==> src/hw/rtl/rfd_pkg.sv <==
`default_nettype none
// ----------------------------------------------------------------------------
// rfd_pkg: shared types and constants of the RPC frame deframer
// Field codes, error kinds, register indexes, frame layout constants and the
// structs that travel between the deframer's modules.
// ----------------------------------------------------------------------------
package rfd_pkg;

	// Tag attached to every byte; also used as the parser phase.
	typedef enum logic [3:0] {
		FC_HUNT     = 4'd0,
		FC_START    = 4'd1,
		FC_TOTAL    = 4'd2,
		FC_IDLEN    = 4'd3,
		FC_ID       = 4'd4,
		FC_NAMELEN  = 4'd5,
		FC_NAME     = 4'd6,
		FC_ERR      = 4'd7,
		FC_INFOLEN  = 4'd8,
		FC_INFO     = 4'd9,
		FC_PAYLOAD  = 4'd10,
		FC_CHECKSUM = 4'd11,
		FC_END      = 4'd12
	} field_code_t;

	typedef enum logic [1:0] {
		ERR_NONE     = 2'd0,
		ERR_END_BYTE = 2'd1,
		ERR_OVERRUN  = 2'd2,
		ERR_BAD_LEN  = 2'd3
	} error_kind_t;

	typedef enum logic [1:0] {
		REG_START_BYTE    = 2'd0,
		REG_END_BYTE      = 2'd1,
		REG_MAX_FRAME_LEN = 2'd2,
		REG_UNUSED        = 2'd3
	} cfg_index_t;

	localparam logic [7:0]  START_BYTE_RST    = 8'd2;
	localparam logic [7:0]  END_BYTE_RST      = 8'd3;
	localparam logic [15:0] MAX_FRAME_LEN_RST = 16'hFFFF;

	// Smallest legal frame: start, total, id len, name len, err code,
	// info len, checksum and end byte.
	localparam logic [31:0] MIN_FRAME_LEN   = 32'd26;
	// Mandatory bytes that must still fit after a variable field.
	localparam logic [33:0] TAIL_AFTER_ID   = 34'd17;
	localparam logic [33:0] TAIL_AFTER_NAME = 34'd13;
	localparam logic [33:0] TAIL_AFTER_INFO = 34'd5;
	localparam logic [31:0] LEN_FIELD_BYTES = 32'd4;

	typedef struct packed {
		logic [7:0]  start_byte;
		logic [7:0]  end_byte;
		logic [15:0] max_frame_len;
	} rfd_cfg_t;

	typedef struct packed {
		logic [7:0]  data_byte;
		field_code_t field_code;
		logic [15:0] field_offset;
		logic        frame_done;
		logic        frame_ok;
		error_kind_t error_kind;
	} rfd_result_t;

endpackage : rfd_pkg
`default_nettype wire

==> src/hw/rtl/rfd_cfg_regs.sv <==
`default_nettype none
// ----------------------------------------------------------------------------
// rfd_cfg_regs: configuration registers of the deframer
// Holds start byte, end byte and maximum frame length; a write completes in
// the cycle it is offered.
// ----------------------------------------------------------------------------
module rfd_cfg_regs
	import rfd_pkg::*;
(
	input  wire logic        clk,
	input  wire logic        arst_n,
	input  wire logic        cfg_valid,
	output logic             cfg_ready,
	input  wire logic [1:0]  cfg_addr,
	input  wire logic [15:0] cfg_data,
	output rfd_cfg_t         cfg
);

	cfg_index_t idx;
	rfd_cfg_t   cfg_q;

	assign idx       = cfg_index_t'(cfg_addr);
	assign cfg_ready = 1'b1;
	assign cfg       = cfg_q;

	always_ff @(posedge clk or negedge arst_n) begin
		if (!arst_n) begin
			cfg_q.start_byte    <= START_BYTE_RST;
			cfg_q.end_byte      <= END_BYTE_RST;
			cfg_q.max_frame_len <= MAX_FRAME_LEN_RST;
		end else if (cfg_valid) begin
			unique case (idx)
				REG_START_BYTE:    cfg_q.start_byte    <= cfg_data[7:0];
				REG_END_BYTE:      cfg_q.end_byte      <= cfg_data[7:0];
				REG_MAX_FRAME_LEN: cfg_q.max_frame_len <= cfg_data;
				REG_UNUSED:        ;
			endcase
		end
	end

endmodule : rfd_cfg_regs
`default_nettype wire

==> src/hw/rtl/rfd_parser.sv <==
`default_nettype none
// ----------------------------------------------------------------------------
// rfd_parser: frame walking state and per-byte classification
// Holds the parse state, classifies the byte at its input in the same cycle
// and commits the next state when enabled.
// ----------------------------------------------------------------------------
module rfd_parser
	import rfd_pkg::*;
#(
	parameter int POSITION_BITS = 16
) (
	input  wire logic       clk,
	input  wire logic       arst_n,
	input  wire logic       en,
	input  wire logic [7:0] rx_byte,
	input  rfd_cfg_t        cfg,
	output rfd_result_t     res
);

	localparam logic [32:0] PosMask = (33'd1 << POSITION_BITS) - 33'd1;

	field_code_t              phase_q, phase_d;
	logic [POSITION_BITS-1:0] fpos_q, fpos_d;    // frame position
	logic [POSITION_BITS-1:0] lpos_q, lpos_d;    // position inside field
	logic [31:0]              shift_q, shift_d;
	logic [15:0]              total_q, total_d;
	logic [31:0]              rem_q, rem_d;

	logic        hunting;
	logic [31:0] len;
	logic [31:0] rem_dec;
	logic [31:0] lpos_ext;
	logic [32:0] lim;
	logic [33:0] fit_base;
	logic        over_id, over_name, over_info;
	logic [32:0] left;
	logic        left_small;
	logic [31:0] pay;

	assign hunting = (phase_q < FC_TOTAL) || (phase_q > FC_END);
	assign len     = {shift_q[23:0], rx_byte};
	assign rem_dec = (rem_q != 32'd0) ? rem_q - 32'd1 : 32'd0;
	assign lpos_ext = 32'(lpos_q);

	// Total length must not exceed what the position counters can hold.
	assign lim = ({17'd0, cfg.max_frame_len} < PosMask) ? {17'd0, cfg.max_frame_len}
	                                                   : PosMask;

	// Positions below use the frame position after this byte.
	assign fit_base  = 34'(fpos_q + 1'b1) + {2'b00, len};
	assign over_id   = fit_base + TAIL_AFTER_ID   > {18'd0, total_q};
	assign over_name = fit_base + TAIL_AFTER_NAME > {18'd0, total_q};
	assign over_info = fit_base + TAIL_AFTER_INFO > {18'd0, total_q};

	// Payload size: bytes left minus info-tail, wrapping like a wide subtract.
	assign left       = {17'd0, total_q} - 33'(fpos_q + 1'b1);
	assign left_small = !left[32] && (left[31:0] < 32'(TAIL_AFTER_INFO));
	assign pay        = left_small ? 32'd0 : left[31:0] - 32'(TAIL_AFTER_INFO);

	always_comb begin
		phase_d = phase_q;
		fpos_d  = fpos_q;
		lpos_d  = lpos_q;
		shift_d = shift_q;
		total_d = total_q;
		rem_d   = rem_q;

		res.data_byte    = rx_byte;
		res.field_code   = FC_HUNT;
		res.field_offset = 16'd0;
		res.frame_done   = 1'b0;
		res.frame_ok     = 1'b0;
		res.error_kind   = ERR_NONE;

		if (hunting) begin
			phase_d = FC_HUNT;
			if (rx_byte == cfg.start_byte) begin
				res.field_code = FC_START;
				fpos_d  = POSITION_BITS'(1);
				shift_d = 32'd0;
				total_d = 16'd0;
				phase_d = FC_TOTAL;
				lpos_d  = '0;
				rem_d   = LEN_FIELD_BYTES;
			end
		end else begin
			res.field_code   = phase_q;
			res.field_offset = lpos_ext[15:0];
			fpos_d  = fpos_q + 1'b1;
			lpos_d  = lpos_q + 1'b1;
			rem_d   = rem_dec;
			shift_d = len;

			if (phase_q == FC_END) begin
				res.frame_done = 1'b1;
				res.frame_ok   = (rx_byte == cfg.end_byte);
				res.error_kind = (rx_byte == cfg.end_byte) ? ERR_NONE : ERR_END_BYTE;
				phase_d        = FC_HUNT;
			end else if (rem_dec == 32'd0) begin
				lpos_d = '0;
				unique case (phase_q)
					FC_TOTAL: begin
						if (len < MIN_FRAME_LEN || {1'b0, len} > lim) begin
							res.frame_done = 1'b1;
							res.error_kind = ERR_BAD_LEN;
							phase_d        = FC_HUNT;
						end else begin
							total_d = len[15:0];
							phase_d = FC_IDLEN;
							rem_d   = LEN_FIELD_BYTES;
						end
					end
					FC_IDLEN: begin
						if (over_id) begin
							res.frame_done = 1'b1;
							res.error_kind = ERR_OVERRUN;
							phase_d        = FC_HUNT;
						end else if (len != 32'd0) begin
							phase_d = FC_ID;
							rem_d   = len;
						end else begin
							phase_d = FC_NAMELEN;
							rem_d   = LEN_FIELD_BYTES;
						end
					end
					FC_ID: begin
						phase_d = FC_NAMELEN;
						rem_d   = LEN_FIELD_BYTES;
					end
					FC_NAMELEN: begin
						if (over_name) begin
							res.frame_done = 1'b1;
							res.error_kind = ERR_OVERRUN;
							phase_d        = FC_HUNT;
						end else if (len != 32'd0) begin
							phase_d = FC_NAME;
							rem_d   = len;
						end else begin
							phase_d = FC_ERR;
							rem_d   = LEN_FIELD_BYTES;
						end
					end
					FC_NAME: begin
						phase_d = FC_ERR;
						rem_d   = LEN_FIELD_BYTES;
					end
					FC_ERR: begin
						phase_d = FC_INFOLEN;
						rem_d   = LEN_FIELD_BYTES;
					end
					FC_INFOLEN: begin
						if (over_info) begin
							res.frame_done = 1'b1;
							res.error_kind = ERR_OVERRUN;
							phase_d        = FC_HUNT;
						end else if (len != 32'd0) begin
							phase_d = FC_INFO;
							rem_d   = len;
						end else if (pay != 32'd0) begin
							phase_d = FC_PAYLOAD;
							rem_d   = pay;
						end else begin
							phase_d = FC_CHECKSUM;
							rem_d   = LEN_FIELD_BYTES;
						end
					end
					FC_INFO: begin
						if (pay != 32'd0) begin
							phase_d = FC_PAYLOAD;
							rem_d   = pay;
						end else begin
							phase_d = FC_CHECKSUM;
							rem_d   = LEN_FIELD_BYTES;
						end
					end
					FC_PAYLOAD: begin
						phase_d = FC_CHECKSUM;
						rem_d   = LEN_FIELD_BYTES;
					end
					FC_CHECKSUM: begin
						phase_d = FC_END;
						rem_d   = 32'd1;
					end
					default: begin
						phase_d = FC_HUNT;
					end
				endcase
			end
		end
	end

	always_ff @(posedge clk or negedge arst_n) begin
		if (!arst_n) begin
			phase_q <= FC_HUNT;
			fpos_q  <= '0;
			lpos_q  <= '0;
			shift_q <= 32'd0;
			total_q <= 16'd0;
			rem_q   <= 32'd0;
		end else if (en) begin
			phase_q <= phase_d;
			fpos_q  <= fpos_d;
			lpos_q  <= lpos_d;
			shift_q <= shift_d;
			total_q <= total_d;
			rem_q   <= rem_d;
		end
	end

endmodule : rfd_parser
`default_nettype wire

==> src/hw/rtl/rpc_frame_deframer_core.sv <==
`default_nettype none
// ----------------------------------------------------------------------------
// rpc_frame_deframer_core: streaming deframer for delimited RPC frames
// Hunts for the start byte, walks the length prefixed fields of each frame
// and returns every byte tagged with its field and offset.
// ----------------------------------------------------------------------------
//
//  Channel   Direction  Payload                                  Transaction
//  s_axis    in         tdata[7:0] rx_byte                       tvalid & tready
//  m_axis    out        tdata byte/offset/ok/error, tuser field,  tvalid & tready
//                       tlast frame done
//  cfg       in         cfg_addr register index, cfg_data value  cfg_valid & cfg_ready
//
// One byte is accepted per cycle when nothing stalls; each byte passes through
// the input register and the result register before it leaves.
// The rate is set by the parser state, which is updated once per byte.
// Reset clears the parse state to hunting and the registers to their
// defaults; no clearing pass is needed. When m_axis stalls, the result
// register holds and the input register still takes one more byte.
// Configuration writes are taken at once, in any cycle.
//
module rpc_frame_deframer_core
	import rfd_pkg::*;
#(
	parameter int POSITION_BITS = 16
) (
	input  wire logic        clk,
	input  wire logic        arst_n,

	input  wire logic        s_axis_tvalid,
	output logic             s_axis_tready,
	input  wire logic [7:0]  s_axis_tdata,   // [7:0] rx_byte

	output logic             m_axis_tvalid,
	input  wire logic        m_axis_tready,
	output logic [31:0]      m_axis_tdata,   // [7:0] data_byte, [23:8] field_offset,
	                                         // [24] frame_ok, [26:25] error_kind, rest 0
	output logic [3:0]       m_axis_tuser,   // [3:0] field_code
	output logic             m_axis_tlast,   // frame_done

	input  wire logic        cfg_valid,
	output logic             cfg_ready,
	input  wire logic [1:0]  cfg_addr,
	input  wire logic [15:0] cfg_data
);

	rfd_cfg_t    cfg;
	rfd_result_t res;

	// Input register (stage 1) and result register (stage 2).
	logic        valid_s1;
	logic [7:0]  byte_s1;
	logic        valid_s2;
	rfd_result_t res_s2;
	logic        advance;

	rfd_cfg_regs u_cfg (
		.clk       (clk),
		.arst_n    (arst_n),
		.cfg_valid (cfg_valid),
		.cfg_ready (cfg_ready),
		.cfg_addr  (cfg_addr),
		.cfg_data  (cfg_data),
		.cfg       (cfg)
	);

	// The parser commits its state only when the byte in stage 1 moves on,
	// so each byte updates the frame state exactly once.
	rfd_parser #(
		.POSITION_BITS (POSITION_BITS)
	) u_parser (
		.clk     (clk),
		.arst_n  (arst_n),
		.en      (valid_s1 && advance),
		.rx_byte (byte_s1),
		.cfg     (cfg),
		.res     (res)
	);

	// Stage 2 may load when it is empty or its result is being taken.
	assign advance       = !valid_s2 || m_axis_tready;
	assign s_axis_tready = !valid_s1 || advance;

	always_ff @(posedge clk or negedge arst_n) begin
		if (!arst_n) begin
			valid_s1 <= 1'b0;
			valid_s2 <= 1'b0;
		end else begin
			if (s_axis_tready) begin
				valid_s1 <= s_axis_tvalid;
			end
			if (advance) begin
				valid_s2 <= valid_s1;
			end
		end
	end

	always_ff @(posedge clk) begin
		if (s_axis_tready && s_axis_tvalid) begin
			byte_s1 <= s_axis_tdata;
		end
		if (advance && valid_s1) begin
			res_s2 <= res;
		end
	end

	assign m_axis_tvalid = valid_s2;
	assign m_axis_tdata  = {5'd0, res_s2.error_kind, res_s2.frame_ok,
	                        res_s2.field_offset, res_s2.data_byte};
	assign m_axis_tuser  = res_s2.field_code;
	assign m_axis_tlast  = res_s2.frame_done;

	// A good frame is always a finished one.
	a_ok_implies_done: assert property (@(posedge clk) disable iff (!arst_n)
		m_axis_tvalid && m_axis_tdata[24] |-> m_axis_tlast)
		else $error("frame_ok without frame_done");

	// A finished frame reports an error exactly when it is not good.
	a_err_matches_ok: assert property (@(posedge clk) disable iff (!arst_n)
		m_axis_tvalid && m_axis_tlast |-> (m_axis_tdata[24] == (m_axis_tdata[26:25] == 2'd0)))
		else $error("error_kind disagrees with frame_ok");

	// Bytes seen while hunting carry no offset and end no frame.
	a_hunt_clean: assert property (@(posedge clk) disable iff (!arst_n)
		m_axis_tvalid && m_axis_tuser == FC_HUNT |->
		m_axis_tdata[23:8] == 16'd0 && !m_axis_tlast)
		else $error("hunting byte with offset or frame end");

	// A byte waiting in stage 1 is not lost while the output stalls.
	a_s1_held: assert property (@(posedge clk) disable iff (!arst_n)
		valid_s1 && !advance |=> valid_s1 && $stable(byte_s1))
		else $error("stage 1 byte dropped during stall");

endmodule : rpc_frame_deframer_core
`default_nettype wire

==> config.mk <==
export PLATFORM = sky130hd
export DESIGN_NAME = rpc_frame_deframer_core
export DESIGN_NICKNAME = d
export VERILOG_FILES = /design/src/hw/rtl/rfd_pkg.sv /design/src/hw/rtl/rfd_cfg_regs.sv /design/src/hw/rtl/rfd_parser.sv /design/src/hw/rtl/rpc_frame_deframer_core.sv
export SDC_FILE = /design/constraint.sdc
export NUM_CORES = 1
export LEC_CHECK = 0
export ABC_AREA = 1
export BUFFER_PORTS_ARGS = -buffer_cell sky130_fd_sc_hd__clkbuf_2
export CAP_MARGIN = 5
export CORE_AREA = 4 4 154 305
export CTS_CLUSTER_DIAMETER = 200
export DETAILED_ROUTE_END_ITERATION = 6
export DIE_AREA = 0 0 158 309
export GPL_ROUTABILITY_DRIVEN = 1
export SETUP_SLACK_MARGIN = 0.15
export SLEW_MARGIN = 0
export SYNTH_ARGS = -nofsm -noshare
export SYNTH_HDL_FRONTEND = slang
export SYNTH_SLANG_ARGS = --single-unit
==> constraint.sdc <==
create_clock -name clk -period 13.2 [get_ports clk]
set_input_delay 0.66 -clock clk [delete_from_list [all_inputs] [get_ports clk]]
set_output_delay 0.66 -clock clk [all_outputs]
set_load 0.05 [all_outputs]
==> metrics.yaml <==
clk_latency_ns: 0.45
dieArea_sq_um: 48820
cpMaxStageDelayCell: "nor2_1"
setup_slack_ns: 6.926
finalSetupTns_ns: 0
io_pins: 71
crit_start: "byte_s1[0]"
tightest_slew_ns: 1.076
max_stage_delay_ns: 0.50
viasPerCell: 5.451
dpl.hpwl_um: 49550
synth_top_family_by_area: "simple AND/OR/NAND/NOR gates"
critPathTopFamily: "simple AND/OR/NAND/NOR gates"
syn_area_sq_um: 17700
finish.net_count: 2915
cts_tree: "yes"
grt_pass1_wl_um: 96480
die_x_um: 158
layout-drive-gt1-share_pct: 11.03
ctsResizeCount: 0
grt_pass1_vias: 17080
clock.fmax_mhz: 159.4
power_density_nw_per_um2: 308.0
drt_iter0_markers: 1646
avgRoutedWirePerCell_um: 18.44
cp.arrival_ns: 6.66
synthAdderAreaFrac_pct: 7.436
cts_sinks: 182
postCtsSetupBuffers: 0
critPathBufInv: 5
ant_nets: 0
start_util_pct: 39.57
yosys.area_share.simple_pct: 42.57
crit_fanout: 16
status: "complete, no violations"
yosys_warnings: 0
num_vias: 18280
drv_cap: 0
synth.area.mux_share_pct: 0
criticalPathCategory: "reg2reg"
hold_class: "in2async"
cts_buffers: 17
final_area_sq_um: 19190
grt_max_degree: 94
cp-end-kind: "register"
grtUsageTotal_pct: 25.13
ir_drop_v: 0.0001211
die_h_um: 309
utilization_pct: 42.90
fillCellCount: 4729
whs_ns: 0.2889
cp.depth: 35
setup_viol_count_final: 0
layout_common_cells: "nand2_1, inv_1, nor2_1, nand3_1, dfrtp_1"
row_count: 110
skew_ns: 0.01556
finalWirelength_um: 61830
drv_slew: 0
port_buffers: 64
root_buffer: "clkbuf_16"
dr.pass1.iters: 5
reg2reg_slack_ns: 6.93
cts_buffer_depth: 2
power.leakage_nw: 9.691
coreArea_sq_um: 44730
cts_max_level: 4
hold_viol_final: 0
overflow: 0
syn_area_per_cell_sq_um: 6.484
crit_required_ns: 13.58
min_period_over_period_pct: 47.53
ys_async_sr_fraction_pct: 78.02
ctsHoldBuffers: 0
n_antenna_cell: 0
relSlewSlack_pct: 28.07
synth_cells: 2730
worst_setup_path_start_kind: "register"
r2r_start: "byte_s1[0]"
ys_ff_latch: 182
antenna_found_initial: 1
ys_types: 57
place_congestion: 0.9904
final.min_clock_period_ns: 6.274
synth_xor_area_share_pct: 4.206
rsz0062_at_grt: "no"
synth_edf_count: 40
reg2reg_depth: 35
synth_compound_area_share_pct: 9.160
placed_area_sq_um: 18600
drc: 0
synth_ff_type: "dfrtp_1"
area_growth_pct: 8.397
clkTransAtPathRegs_ns: 0.08
dp_slack_ns: 7.079
final_common_cell: "nand2_1"
ys_seq_area_share_pct: 26.99
cpMostUsedCell: "nand2_1"
==> Yosys cell counts, types with 4 or more instances <==
cell type | n | area, sq um
a211oi_1 | 4 | 30.03
a21oi_1 | 81 | 405.4
a21oi_2 | 7 | 61.31
buf_2 | 7 | 35.03
buf_4 | 8 | 60.06
clkbuf_1 | 32 | 120.1
clkinv_1 | 5 | 18.77
dfrtp_1 | 123 | 3078
dfstp_2 | 19 | 499.2
edfxtp_1 | 40 | 1201
ha_1 | 102 | 1276
inv_1 | 360 | 1351
inv_2 | 20 | 75.07
nand2_1 | 832 | 3123
nand2_2 | 45 | 281.5
nand2_4 | 7 | 78.83
nand3_1 | 239 | 1196
nand3_2 | 22 | 220.2
nand3b_1 | 23 | 172.7
nand4_1 | 77 | 481.7
nand4_2 | 4 | 50.05
nor2_1 | 270 | 1013
nor2_2 | 39 | 244.0
nor2_4 | 18 | 202.7
nor3_1 | 33 | 165.2
nor3_2 | 5 | 50.05
nor4_1 | 12 | 75.07
o2111ai_1 | 5 | 43.79
o21ai_0 | 76 | 380.4
o21ai_1 | 14 | 70.07
o21bai_1 | 5 | 37.54
o22ai_1 | 47 | 294.0
o32ai_1 | 20 | 175.2
or2_2 | 8 | 50.05
xnor2_1 | 24 | 210.2
xor2_1 | 61 | 534.3
==> worst register-to-register path: cells and delay by family, from the launching register on <==
kind	cells	cell delay (ns)
fa+ha+maj	3	1.03
buf+inv	5	0.62
simple gates	26	3.87
xor+xnor	1	0.23
flops	1	0.46
==> worst paths after layout <==
check	end
setup / recovery	u_parser.rem_q[5]
hold / removal	u_parser.total_q[14]
setup reg to reg	u_parser.rem_q[5]
hold reg to reg	u_parser.rem_q[1]
max in group asynchronous	u_parser.lpos_q[3]
min in group clk	byte_s1[6]
==> report_power, final <==
| group | total (mW) | switching, mW | leakage, nW | internal [mW] |
|---|---|---|---|---|
| clock network | 0.536 | 0.251 | 0.277 | 0.285 |
| registers | 0.990 | 0.229 | 2.11 | 0.761 |
| logic | 4.38 | 3.02 | 7.30 | 1.36 |
| total | 5.91 | 3.50 | 9.69 | 2.41 |
==> cell type report <==
cell class / count / area [sq um] / share of cell area (%)
Multi-Input combinational cell: 2117 / 11250 / 58.62
Sequential cell: 182 / 4778 / 24.90
Clock buffer: 18 / 429.2 / 2.237
Tap cell: 560 / 700.7 / 3.652
Timing Repair Buffer: 77 / 424.2 / 2.210
Clock inverter: 14 / 162.7 / 0.8477
Inverter: 385 / 1445 / 7.531
==> per-layer routing <==
layer  vias up  wire, um  track usage (%)
li1       9018         -                -
met4         2      2422            9.353
met3       112      3727            3.024
met5         -         8                0
met1      8453     26930            34.52
met2       692     28740            40.49
==> per-stage QoR <==
stage	std cells	total power, mW
finish	3353	5.910
global route	3353	6.476
CTS	3353	5.875
detailed placement	3321	5.317
global placement	3321	5.289
floorplan	2734	4.132
==> sequential cells by signal (all words and copies together) (netlist names) <==
name / count
u_parser.shift_q: 24
m_axis_tdata: 27
valid_s1: 1
m_axis_tlast: 1
byte_s1: 8
u_parser.lpos_q: 16
u_parser.total_q: 16
u_cfg.cfg: 32
u_parser.rem_q: 32
m_axis_tuser: 4
u_parser.fpos_q: 16
u_parser.phase_q: 4
m_axis_tvalid: 1
==> cells by family after synthesis <==
kind of cell / after synthesis
flops: 182
fa+ha+maj: 104
buf+inv: 435
xor+xnor: 85
other cells: 2
simple gates: 1647
compound gates: 275
(Power assumes the default switching activity.)
